--- config.mk ---
export PLATFORM = sky130hd
export DESIGN_NAME = rtc_calendar_word_encoder
export DESIGN_NICKNAME = d
export VERILOG_FILES = /design/src/hdl/rce_pkg.sv /design/src/hdl/rce_weekday.sv /design/src/hdl/rce_encode.sv /design/src/hdl/rtc_calendar_word_encoder.sv
export SDC_FILE = /design/constraint.sdc
export NUM_CORES = 1
export LEC_CHECK = 0
export ABC_AREA = 0
export BUFFER_PORTS_ARGS = -buffer_cell sky130_fd_sc_hd__clkbuf_2
export CAP_MARGIN = 20
export CORE_ASPECT_RATIO = 1.2
export CORE_MARGIN = 10
export CORE_UTILIZATION = 45
export DETAILED_ROUTE_END_ITERATION = 8
export GPL_TIMING_DRIVEN = 0
export PLACE_DENSITY_LB_ADDON = 0.2
export RECOVER_POWER = 50
export SLEW_MARGIN = 40
export SYNTH_ARGS = -nofsm -noshare
export SYNTH_HDL_FRONTEND = slang
export SYNTH_HIERARCHICAL = 1
export SYNTH_SLANG_ARGS = --single-unit
--- constraint.sdc ---
create_clock -name clk_i -period 10.5 [get_ports clk_i]
set_clock_uncertainty 0.2 [all_clocks]
set_input_delay 2.1 -clock clk_i [delete_from_list [all_inputs] [get_ports clk_i]]
set_output_delay 2.1 -clock clk_i [all_outputs]
set_load 0.005 [all_outputs]
--- src/hdl/rce_pkg.sv ---
// ----------------------------------------------------------------------------
// rce_pkg
// Shared types, constants and small table functions for the calendar word
// encoder.
// ----------------------------------------------------------------------------
package rce_pkg;

  localparam int unsigned YearW      = 12;
  localparam int unsigned MonthW     = 4;
  localparam int unsigned DayW       = 5;
  localparam int unsigned FieldW     = 6;
  localparam int unsigned YearOffW   = 8;
  localparam int unsigned TimeWordW  = 21;
  localparam int unsigned DateWordW  = 32;

  localparam logic [YearW-1:0]    EpochYear   = 12'd1970;
  localparam logic [YearW-1:0]    LastYear    = 12'd2225;
  localparam logic [YearOffW-1:0] Year2100Off = 8'd130;
  localparam logic [YearOffW-1:0] Year2200Off = 8'd230;
  localparam logic [MonthW-1:0]   MonthFeb    = 4'd1;
  localparam logic [MonthW-1:0]   MonthCount  = 4'd12;
  localparam logic [FieldW-1:0]   HoursPerDay = 6'd24;
  localparam logic [FieldW-1:0]   SixtyLimit  = 6'd60;

  localparam logic KindSetTime  = 1'b0;
  localparam logic KindSetAlarm = 1'b1;

  localparam logic StatusOk      = 1'b0;
  localparam logic StatusInvalid = 1'b1;

  typedef struct packed {
    logic              kind;
    logic [YearW-1:0]  year;
    logic [MonthW-1:0] month;
    logic [DayW-1:0]   day;
    logic [FieldW-1:0] hour;
    logic [FieldW-1:0] minute;
    logic [FieldW-1:0] second;
    logic [FieldW-1:0] alarm_hour;
    logic [FieldW-1:0] alarm_minute;
    logic [FieldW-1:0] alarm_second;
  } rce_item_t;

  typedef struct packed {
    logic [TimeWordW-1:0] time_word;
    logic [DateWordW-1:0] date_word;
    logic                 status;
  } rce_result_t;

  // Days in a month of a common year; codes past December never pass
  // validation.
  function automatic logic [DayW-1:0] month_len(input logic [MonthW-1:0] mon);
    logic [DayW-1:0] len;
    unique case (mon)
      4'd1:                      len = 5'd28;
      4'd3, 4'd5, 4'd8, 4'd10:   len = 5'd30;
      default:                   len = 5'd31;
    endcase
    return len;
  endfunction

  // Day of year at which each month starts, reduced modulo 7.
  function automatic logic [2:0] month_start_mod7(input logic [MonthW-1:0] mon);
    logic [2:0] r;
    unique case (mon)
      4'd0:    r = 3'd0;
      4'd1:    r = 3'd3;
      4'd2:    r = 3'd3;
      4'd3:    r = 3'd6;
      4'd4:    r = 3'd1;
      4'd5:    r = 3'd4;
      4'd6:    r = 3'd6;
      4'd7:    r = 3'd2;
      4'd8:    r = 3'd5;
      4'd9:    r = 3'd0;
      4'd10:   r = 3'd3;
      4'd11:   r = 3'd5;
      default: r = 3'd0;
    endcase
    return r;
  endfunction

  // Remainder modulo 7 of a 10-bit value. Since 8 is 1 modulo 7, the octal
  // digits are summed twice and one final subtract brings it into range.
  function automatic logic [2:0] mod7(input logic [9:0] x);
    logic [4:0] s1;
    logic [3:0] s2;
    logic [3:0] r;
    s1 = {1'b0, x[9:6]} + {2'b00, x[5:3]} + {2'b00, x[2:0]};
    s2 = {2'b00, s1[4:3]} + {1'b0, s1[2:0]};
    r  = (s2 >= 4'd7) ? (s2 - 4'd7) : s2;
    return r[2:0];
  endfunction

endpackage

--- src/hdl/rce_weekday.sv ---
// ----------------------------------------------------------------------------
// rce_weekday
// Weekday of a date between 1970 and 2225, 0 for Sunday through 6 for
// Saturday.
// ----------------------------------------------------------------------------
module rce_weekday (
  input  logic [rce_pkg::YearOffW-1:0] year_off_i,
  input  logic [rce_pkg::MonthW-1:0]   month_i,
  input  logic [rce_pkg::DayW-1:0]     day_i,
  input  logic                         leap_i,
  output logic [2:0]                   weekday_o
);
  import rce_pkg::*;

  logic [8:0] year_next;
  logic [6:0] leap4_cnt;
  logic [1:0] century_cnt;
  logic [6:0] leap_cnt;
  logic       feb_adj;
  logic [9:0] day_sum;

  // Leap days strictly before this year, counted from 1970. Of the century
  // years in range only 2100 and 2200 are skipped; 2000 is a leap year.
  assign year_next   = {1'b0, year_off_i} + 9'd1;
  assign leap4_cnt   = year_next[8:2];
  assign century_cnt = {1'b0, (year_off_i > Year2100Off)} +
                       {1'b0, (year_off_i > Year2200Off)};
  assign leap_cnt    = leap4_cnt - {5'd0, century_cnt};
  assign feb_adj     = leap_i && (month_i > MonthFeb);

  // 1 January 1970 was a Thursday, and 365 is 1 modulo 7. The constant 3
  // folds the Thursday offset with the one-based day.
  assign day_sum = 10'd3 + {2'b00, year_off_i} + {3'd0, leap_cnt} +
                   {7'd0, month_start_mod7(month_i)} + {9'd0, feb_adj} +
                   {5'd0, day_i};

  assign weekday_o = mod7(day_sum);

endmodule

--- src/hdl/rce_encode.sv ---
// ----------------------------------------------------------------------------
// rce_encode
// Alarm merge, field validation and packing of the time and date words.
// ----------------------------------------------------------------------------
module rce_encode (
  input  rce_pkg::rce_item_t   item_i,
  output rce_pkg::rce_result_t result_o
);
  import rce_pkg::*;

  logic [FieldW-1:0]   hour;
  logic [FieldW-1:0]   minute;
  logic [FieldW-1:0]   second;
  logic [YearW-1:0]    year_diff;
  logic [YearOffW-1:0] year_off;
  logic                leap;
  logic [DayW:0]       day_lim;
  logic                range_ok;
  logic                valid;
  logic [2:0]          weekday;
  logic [7:0]          month_byte;

  always_comb begin
    hour   = item_i.hour;
    minute = item_i.minute;
    second = item_i.second;
    if (item_i.kind == KindSetAlarm) begin
      if (item_i.alarm_hour < HoursPerDay) begin
        hour = item_i.alarm_hour;
      end
      if (item_i.alarm_minute < SixtyLimit) begin
        minute = item_i.alarm_minute;
      end
      if (item_i.alarm_second < SixtyLimit) begin
        second = item_i.alarm_second;
      end
    end
  end

  assign year_diff = item_i.year - EpochYear;
  assign year_off  = year_diff[YearOffW-1:0];

  // Within the accepted years a year is leap when it is two past a multiple
  // of four from 1970, except 2100 and 2200.
  assign leap = (year_off[1:0] == 2'd2) && (year_off != Year2100Off) &&
                (year_off != Year2200Off);

  assign day_lim = {1'b0, month_len(item_i.month)} +
                   {5'd0, (item_i.month == MonthFeb) && leap};

  assign range_ok = (item_i.year >= EpochYear) && (item_i.year <= LastYear) &&
                    (item_i.month < MonthCount) && (item_i.day != '0) &&
                    (hour < HoursPerDay) && (minute < SixtyLimit) &&
                    (second < SixtyLimit);
  assign valid    = range_ok && ({1'b0, item_i.day} <= day_lim);

  rce_weekday u_weekday (
    .year_off_i (year_off),
    .month_i    (item_i.month),
    .day_i      (item_i.day),
    .leap_i     (leap),
    .weekday_o  (weekday)
  );

  assign month_byte = {4'd0, item_i.month} + 8'd1;

  always_comb begin
    if (valid) begin
      result_o.time_word = {hour[4:0], 2'b00, minute, 2'b00, second};
      result_o.date_word = {year_off, month_byte, 3'b000, item_i.day,
                            5'd0, weekday + 3'd1};
      result_o.status    = StatusOk;
    end else begin
      result_o.time_word = '0;
      result_o.date_word = '0;
      result_o.status    = StatusInvalid;
    end
  end

endmodule

--- src/hdl/rtc_calendar_word_encoder.sv ---
// ----------------------------------------------------------------------------
// rtc_calendar_word_encoder
// Packs a calendar time, or an alarm merged into the current time, into the
// clock's time and date register words.
// ----------------------------------------------------------------------------
// Each word entering the block passes through two registers, the input
// register and then the result register, with the alarm merge,
// validation, weekday and packing done by short logic between the two. The
// block accepts a new word every cycle; ready drops only when both
// registers hold a word and the output side is stalled. The weekday comes
// from a leap count and a fold modulo 7, so there is no loop or memory.
// ----------------------------------------------------------------------------
module rtc_calendar_word_encoder (
  input  logic                           clk_i,
  input  logic                           rst_ni,
  input  logic                           in_valid_i,
  output logic                           in_ready_o,
  input  logic                           kind_i,
  input  logic [rce_pkg::YearW-1:0]      year_i,
  input  logic [rce_pkg::MonthW-1:0]     month_i,
  input  logic [rce_pkg::DayW-1:0]       day_i,
  input  logic [rce_pkg::FieldW-1:0]     hour_i,
  input  logic [rce_pkg::FieldW-1:0]     minute_i,
  input  logic [rce_pkg::FieldW-1:0]     second_i,
  input  logic [rce_pkg::FieldW-1:0]     alarm_hour_i,
  input  logic [rce_pkg::FieldW-1:0]     alarm_minute_i,
  input  logic [rce_pkg::FieldW-1:0]     alarm_second_i,
  output logic                           out_valid_o,
  input  logic                           out_ready_i,
  output logic [rce_pkg::TimeWordW-1:0]  time_word_o,
  output logic [rce_pkg::DateWordW-1:0]  date_word_o,
  output logic                           status_o
);
  import rce_pkg::*;

  rce_item_t   item_d, item_q;
  logic        item_valid_q;
  rce_result_t result_d, result_q;
  logic        result_valid_q;
  logic        result_ready;

  assign result_ready = !result_valid_q || out_ready_i;
  assign in_ready_o   = !item_valid_q || result_ready;

  assign item_d = '{kind:         kind_i,
                    year:         year_i,
                    month:        month_i,
                    day:          day_i,
                    hour:         hour_i,
                    minute:       minute_i,
                    second:       second_i,
                    alarm_hour:   alarm_hour_i,
                    alarm_minute: alarm_minute_i,
                    alarm_second: alarm_second_i};

  always_ff @(posedge clk_i or negedge rst_ni) begin
    if (!rst_ni) begin
      item_valid_q   <= 1'b0;
      result_valid_q <= 1'b0;
    end else begin
      if (in_ready_o) begin
        item_valid_q <= in_valid_i;
      end
      if (result_ready) begin
        result_valid_q <= item_valid_q;
      end
    end
  end

  always_ff @(posedge clk_i) begin
    if (in_valid_i && in_ready_o) begin
      item_q <= item_d;
    end
    if (item_valid_q && result_ready) begin
      result_q <= result_d;
    end
  end

  rce_encode u_encode (
    .item_i   (item_q),
    .result_o (result_d)
  );

  assign out_valid_o = result_valid_q;
  assign time_word_o = result_q.time_word;
  assign date_word_o = result_q.date_word;
  assign status_o    = result_q.status;

  // An invalid result carries all-zero words.
  a_invalid_zero : assert property (@(posedge clk_i) disable iff (!rst_ni)
    out_valid_o && (status_o == StatusInvalid) |->
      (time_word_o == '0) && (date_word_o == '0))
    else $error("invalid result with nonzero words");

  // A good date has month byte 1..12 and weekday byte 1..7.
  a_date_fields : assert property (@(posedge clk_i) disable iff (!rst_ni)
    out_valid_o && (status_o == StatusOk) |->
      (date_word_o[23:16] >= 8'd1) && (date_word_o[23:16] <= 8'd12) &&
      (date_word_o[7:0] >= 8'd1) && (date_word_o[7:0] <= 8'd7))
    else $error("month or weekday byte out of range");

  // A word held in the input register while the output stalls stays there.
  a_item_held : assert property (@(posedge clk_i) disable iff (!rst_ni)
    item_valid_q && !result_ready |=> item_valid_q && $stable(item_q))
    else $error("input register lost a stalled word");

  // An accepted word always lands in the input register.
  a_item_loaded : assert property (@(posedge clk_i) disable iff (!rst_ni)
    in_valid_i && in_ready_o |=> item_valid_q)
    else $error("accepted word not captured");

  // A word leaving the input register always reaches the output.
  a_result_loaded : assert property (@(posedge clk_i) disable iff (!rst_ni)
    item_valid_q && result_ready |=> out_valid_o)
    else $error("word dropped between stages");

endmodule
# ---- Word level (Yosys, flattened, before mapping)
# Memories as Yosys holds them, arrays and structs flattened. A register that Yosys moved wholly into a read port is not among the register bits.
# Index checks and enable logic that the tools add are counted.
dict set report word_totals {
  latch_bits 0
  output_inout_bits 56
  in_bits 62
  ff_bits 114
  romBits 48
  ram_bits 0
  n_memories 1
}
# name depth word_bits rd rd_ports_with_merged_regs wr line
set mem_list {}
lappend mem_list {{(no name shown)} 16 3 1 1 0 rce_pkg.sv:65} ;# unique case (mon)
dict set report classes {
  eq_ne 8
  reduce_logical 19
  bitwise_logic 0
  div_mod_pow 0
  n_shift 0
  muxes 10
  magnitude_cmp 14
  n_mul 0
  add_sub_neg 16
}
# cell count
set ops {}
lappend ops {{6-bit 2-to-1 mux} 6}
lappend ops {{6-bit < comparator (second input constant)} 4}
lappend ops {{8-bit greater-than comparator (second input constant)} 2}
lappend ops {{8-bit != test (second input constant)} 2}
lappend ops {{1-bit logical AND} 13}
lappend ops {{12-bit by 11-bit >= comparator with 1-bit output (second input constant)} 1}
lappend ops {{12-bit less-or-equal comparator (second input constant)} 1}
lappend ops {{6-bit by 5-bit < comparator with 1-bit output (second input constant)} 2}
lappend ops {{10-bit by 1-bit adder with 10-bit output} 1}
lappend ops {{10-bit by 3-bit adder with 10-bit output} 1}
lappend ops {{10-bit by 5-bit adder with 10-bit output} 1}
lappend ops {{9-bit by 7-bit adder with 10-bit output} 1}
lappend ops {{2-bit by 8-bit adder with 9-bit output (first input constant)} 1}
lappend ops {{8-bit by 1-bit adder with 9-bit output (second input constant)} 1}
lappend ops {{4-bit equality test (second input constant)} 2}
lappend ops {{8-bit subtractor (second input constant)} 1}
lappend ops {{7-bit by 2-bit subtractor with 7-bit output} 1}
lappend ops {{5-bit by 1-bit adder with 6-bit output} 1}
lappend ops {{5-bit by 6-bit less-or-equal comparator with 1-bit output} 1}
lappend ops {{4-bit by 1-bit adder with 5-bit output (second input constant)} 1}
lappend ops {{4-bit by 3-bit adder with 5-bit output} 1}
lappend ops {{5-bit by 3-bit adder with 5-bit output} 1}
lappend ops {{5-bit nonzero test} 1}
lappend ops {{2-bit by 3-bit adder with 4-bit output} 1}
lappend ops {{17 further kinds} 19}

# ---- Depth between registers and ports, before layout
dict set report logic_depth {
  word_depth 14
  mapped_depth 38
}

# ---- Modules after synthesis
# Netlist, hierarchy kept.
# mod area_each_um2 cells_per_inst instances
set by_module_without_submodules {}
lappend by_module_without_submodules {rtc_calendar_word_encoder 3467.1 120 1}
lappend by_module_without_submodules {rce_weekday 1373.8 157 1}
lappend by_module_without_submodules {rce_encode 1281.2 187 1}

# ---- Least setup slack after synthesis
# Ideal clock, no wire load.
dict set report synth_timing {
  path_kind {reg-to-reg}
  startpoint {register item_q[46] (netlist bit)}
  endpoint {register result_q, in the netlist date_word_o[2], data pin}
  required_time_ns 10.040
  path_stages_with_launch 38
  arrival_time_ns 8.624
  setup_ns 0.260
  n_path_buf 0
  setup_slack_ns 1.416
  path_cell_list {edfxtp_1 -> inv_1 -> ha_1 -> nor2b_1 -> o21ai_0 -> nand2_1 -> or2_2 -> o31a_1 -> fa_1 -> ha_1 -> or3_1 -> mux2i_1 -> xor2_1 -> fa_1 -> ha_1 -> ha_1 -> ha_1 -> o21a_1 -> [2 not listed] -> o21ai_0 -> fa_1 -> inv_1 -> ha_1 -> fa_1 -> xor2_1 -> ha_1 -> inv_1 -> fa_1 -> inv_1 -> ha_1 -> a221o_1 -> nand2_1 -> o21ai_0 -> mux2_2 -> ha_1 -> xnor2_1 -> nor3_1}
}
dict set report synth_via {
  elab_chain_len 14
}
# item line
set synth_lines {}
lappend synth_lines {{from (decl)} rtc_calendar_word_encoder.sv:36} ;# rce_item_t item_d, item_q;
lappend synth_lines {{from (signal assigned)} rtc_calendar_word_encoder.sv:72} ;# item_q <= item_d;
lappend synth_lines {{8-bit subtractor (*)} rce_encode.sv:40} ;# assign year_diff = item_i.year - EpochYear;
lappend synth_lines {{via u_encode.year_diff[1]} rce_encode.sv:14} ;# logic [YearW-1:0] year_diff;
lappend synth_lines {{8-bit greater-than comparator, on equally long branches} {rce_weekday.sv:26, rce_weekday.sv:27}}
lappend synth_lines {{1-bit by 1-bit adder with 2-bit output} rce_weekday.sv:26} ;# assign century_cnt = {1'b0, (year_off_i > Year2100Off)} +
lappend synth_lines {{7-bit by 2-bit subtractor with 7-bit output} rce_weekday.sv:28} ;# assign leap_cnt = leap4_cnt - {5'd0, century_cnt};
lappend synth_lines {{9-bit by 7-bit adder with 10-bit output} rce_weekday.sv:33} ;# assign day_sum = 10'd3 + {2'b00, year_off_i} + {3'd0, leap_cnt} +
lappend synth_lines {{10-bit by 3-bit adder with 10-bit output} rce_weekday.sv:33}
lappend synth_lines {{10-bit by 1-bit adder with 10-bit output (*)} rce_weekday.sv:34} ;# {7'd0, month_start_mod7(month_i)} + {9'd0, feb_adj} +
lappend synth_lines {{10-bit by 5-bit adder with 10-bit output (*)} rce_weekday.sv:34}
lappend synth_lines {{4-bit by 3-bit adder with 5-bit output} rce_pkg.sv:89} ;# s1 = {1'b0, x[9:6]} + {2'b00, x[5:3]} + {2'b00, x[2:0]};
lappend synth_lines {{5-bit by 3-bit adder with 5-bit output (*)} rce_pkg.sv:89}
lappend synth_lines {{2-bit by 3-bit adder with 4-bit output (*)} rce_pkg.sv:90} ;# s2 = {2'b00, s1[4:3]} + {1'b0, s1[2:0]};
lappend synth_lines {{4-bit by 3-bit >= comparator with 1-bit output / 3-bit subtractor (equally long branches)} rce_pkg.sv:91} ;# r = (s2 >= 4'd7) ? (s2 - 4'd7) : s2;
lappend synth_lines {{3-bit 2-to-1 mux (*)} rce_pkg.sv:91}
lappend synth_lines {{via u_encode.weekday[1]} rce_encode.sv:20} ;# logic [2:0] weekday;
lappend synth_lines {{3-bit by 1-bit adder with 3-bit output (*)} rce_encode.sv:71} ;# 5'd0, weekday + 3'd1};
lappend synth_lines {{to (signal assigned)} rtc_calendar_word_encoder.sv:75} ;# result_q <= result_d;
lappend synth_lines {{to (decl)} rtc_calendar_word_encoder.sv:38} ;# rce_result_t result_d, result_q;
# The timed path passes the listed nets; every way through them passes the cells marked *.
# A chain may end at the register's enable or synchronous reset.

# ---- Worst setup path in the final report
# Ends and elaborated chain as after synthesis.

==> flow_summary.yaml <==
floorplan:
  io_pins: 118
  start_util_pct: 46.0
  die_height_um: 148
  die_x_um: 126
  dieArea_mm2: 0.0187
  core_area_mm2: 0.0133
  rows: 46
worst_setup_path:
  cpPeakStageDelay_ns: 0.51
  arrival_ns: 9.85
  cpMostUsedCell: "ha_1"
  timing_worst_setup_path_type: "reg2reg"
  cp.required_ns: 10.44
  crit_family: "adder cells"
  cp-start-kind: "flop"
  path_max_fanout: 7
  path_buf_inv: 4
  slowest_stage: "edfxtp_1"
  end_kind: "flop"
grt:
  gr-usage-met3_pct: 4.65
  grt_usage_pct: 14.6
  grt_max_degree: 59
  antenna_found_initial: 0
  met2_usage_pct: 26.5
  globalRoute.busiestLayer: "met2"
  grt_use_met1_pct: 15.3
  overflow: 0
  grt_first_pass_wirelength_um: 21600
  grt_pass1_vias: 4262
cells_and_area:
  final_common_cell: "edfxtp_1"
  area_growth_pct: 24.0
  fin_nets: 738
  drive_gt1_share_pct: 28.5
  layout_common_cells: "edfxtp_1 (112), clkbuf_2 (110), inv_1 (47), ha_1 (45), nor3_1 (32)"
  antenna_cells: 0
clocking:
  cts-root-buf: "clkbuf_16"
  cts_sinks: 114
  clkTransAtPathRegs_ns: 0.06
  hold_buffers: 0
  post-cts-setup-buffers: 0
  insertion_delay_ns: 0.41
  cts_tree: "done"
  cts_resized: 0
  clockBufferDepth: 2
  h-tree-depth: 4
  cts-buffers-inserted: 17
synth:
  synthFlopType: "edfxtp_1"
  synth-edff-count: 112
  synthCells: 464
  ys_seq_elements: 114
  avgSynthCellArea_um2: 13.2
  ys_seq_area_share_pct: 55.8
  syn-cell-area_mm2: 0.00612
  yosysWarnings: 6
  async_reset_ff_share_pct: 1.75
  synth_cell_types: 60
sta:
  fin_setup_tns_ns: 0
  fmax_mhz: 101
  final_max_slew_viol_count: 116
  fin_ws_ns: 0.591
  rsz0062_at_grt: "no"
  tightest_slew_ns: 3.55
  slew_headroom_pct: -136
  finalSetupViolations: 0
  fin_crit_sh_pct: 94.4
  hold_viol: 0
  min_period_ns: 9.91
outcome:
  violations: "max-capacitance violations, max-slew violations"
  outcome: "finished, violations left"
routing:
  antenna_left: 0
  vias: 4052
  wl_per_cell_um: 16.8
  vias_per_cell: 5.08
  remaining_drc_errors: 0
  wl_um: 13400
  firstDrtPassIters: 4
  drt_iter0_drc: 169
flow_run:
  drv_cap: 3
place:
  place_ws_ns: 0.613
  numPortBuffers: 117
  dpl.hpwl_um: 10300
  gp_congestion: 0.818
min_path:
  min-delay-path-class: "reg2reg"
[worst paths after layout]
| kind | startpoint | end | slack, ns | depth (start not counted) |
|---|---|---|---|---|
| worst max-delay path | item_q[46]$_DFFE_PP_ | date_word_o[2]$_DFFE_PP_ | 0.59 | 37 |
| worst min-delay path | item_valid_q$_DFFE_PN0P_ | out_valid_o$_DFFE_PN0P_ | 0.30 | 1 |
| worst max register to register | item_q[46]$_DFFE_PP_ | date_word_o[2]$_DFFE_PP_ | 0.59 | 37 |
| worst min register to register | item_valid_q$_DFFE_PN0P_ | out_valid_o$_DFFE_PN0P_ | 0.30 | 1 |
| max in group asynchronous | rst_ni | item_valid_q$_DFFE_PN0P_ | 8.71 | 1 |
| min in group asynchronous | rst_ni | out_valid_o$_DFFE_PN0P_ | 1.27 | 1 |
[flip-flops by register name (all words and copies together), names as in the netlist]
signal and count:
status_o 1, date_word_o 32, item_valid_q 1, out_valid_o 1, item_q 58, time_word_o 21
[through the flow]
| stage | std cells | hold slack, ns | util, % | area, um^2 |
|---|---|---|---|---|
| 4_1_cts | 797 | 0.368 | 57.4 | 7640 |
| 3_5_place_dp | 765 | 0.348 | 52.6 | 7000 |
| 5_1_grt | 797 | 0.345 | 57.1 | 7590 |
| 3_3_place_gp | 764 | 0.324 | 52.5 | 6970 |
| 2_1_floorplan | 479 | 0.311 | - | 6180 |
| 6_report | 797 | 0.297 | 57.1 | 7590 |
[cells by family (layout without fill, tap and decap cells)]
| logic type | after synthesis | count (layout) | synth area share (%) |
|---|---|---|---|
| and+or+nand+nor | 118 | 118 | 10.8 |
| AOI/OAI and AO/OA | 59 | 59 | 7.15 |
| adders and majority gates | 60 | 60 | 14.1 |
| other | 1 | 16 | 0.0613 |
| buffers and inverters | 72 | 222 | 5.93 |
| DFF | 114 | 114 | 55.8 |
| muxes | 19 | 19 | 3.21 |
| xor gates and xnor gates | 21 | 21 | 3.00 |
[cell usage after synthesis (3+ instances only)]
cell type  instances  share of area (%)
buf_6              4               0.74
xnor2_1           12                1.7
inv_1             47                2.9
mux2i_1           14                2.3
ha_1              45                9.2
nor3_1            32                2.6
o21a_1             3               0.37
or2_2              3               0.31
mux2_2             4               0.74
nand2_1           14               0.86
a41oi_1            4               0.57
xor2_1             9                1.3
nor2_1            18                1.1
buf_4             16                2.0
o21ai_0           17                1.4
nand3_1           17                1.4
nand2b_1           8               0.82
o31a_1             3               0.43
nor2b_1            5               0.51
a21o_1             4               0.49
nand4_1            4               0.41
edfxtp_1         112                 55
fa_1              15                4.9
clkbuf_1           3               0.18
o31ai_1            5               0.61
a21oi_1            6               0.49
[layer usage]
| layer | up-vias | wire length, um |
|---|---|---|
| met1 | 1969 | 5200 |
| met3 | 14 | 609 |
| met2 | 96 | 7350 |
| met5 | - | 0 |
| li1 | 1973 | - |
| met4 | 0 | 209 |
[area by class of cell]
class | instances | area [um^2]
Buffer | 25 | 186
Clock buffer | 18 | 439
Clock inverter | 14 | 200
Fill cell | 1085 | 5700
Inverter | 47 | 176
Multi-Input combinational cell | 293 | 2390
Sequential cell | 114 | 3410
Tap cell | 168 | 210
Timing Repair Buffer | 118 | 579
Power is not shown: default switching activity piles up to over one toggle a cycle in this logic, so the estimate is an artifact.
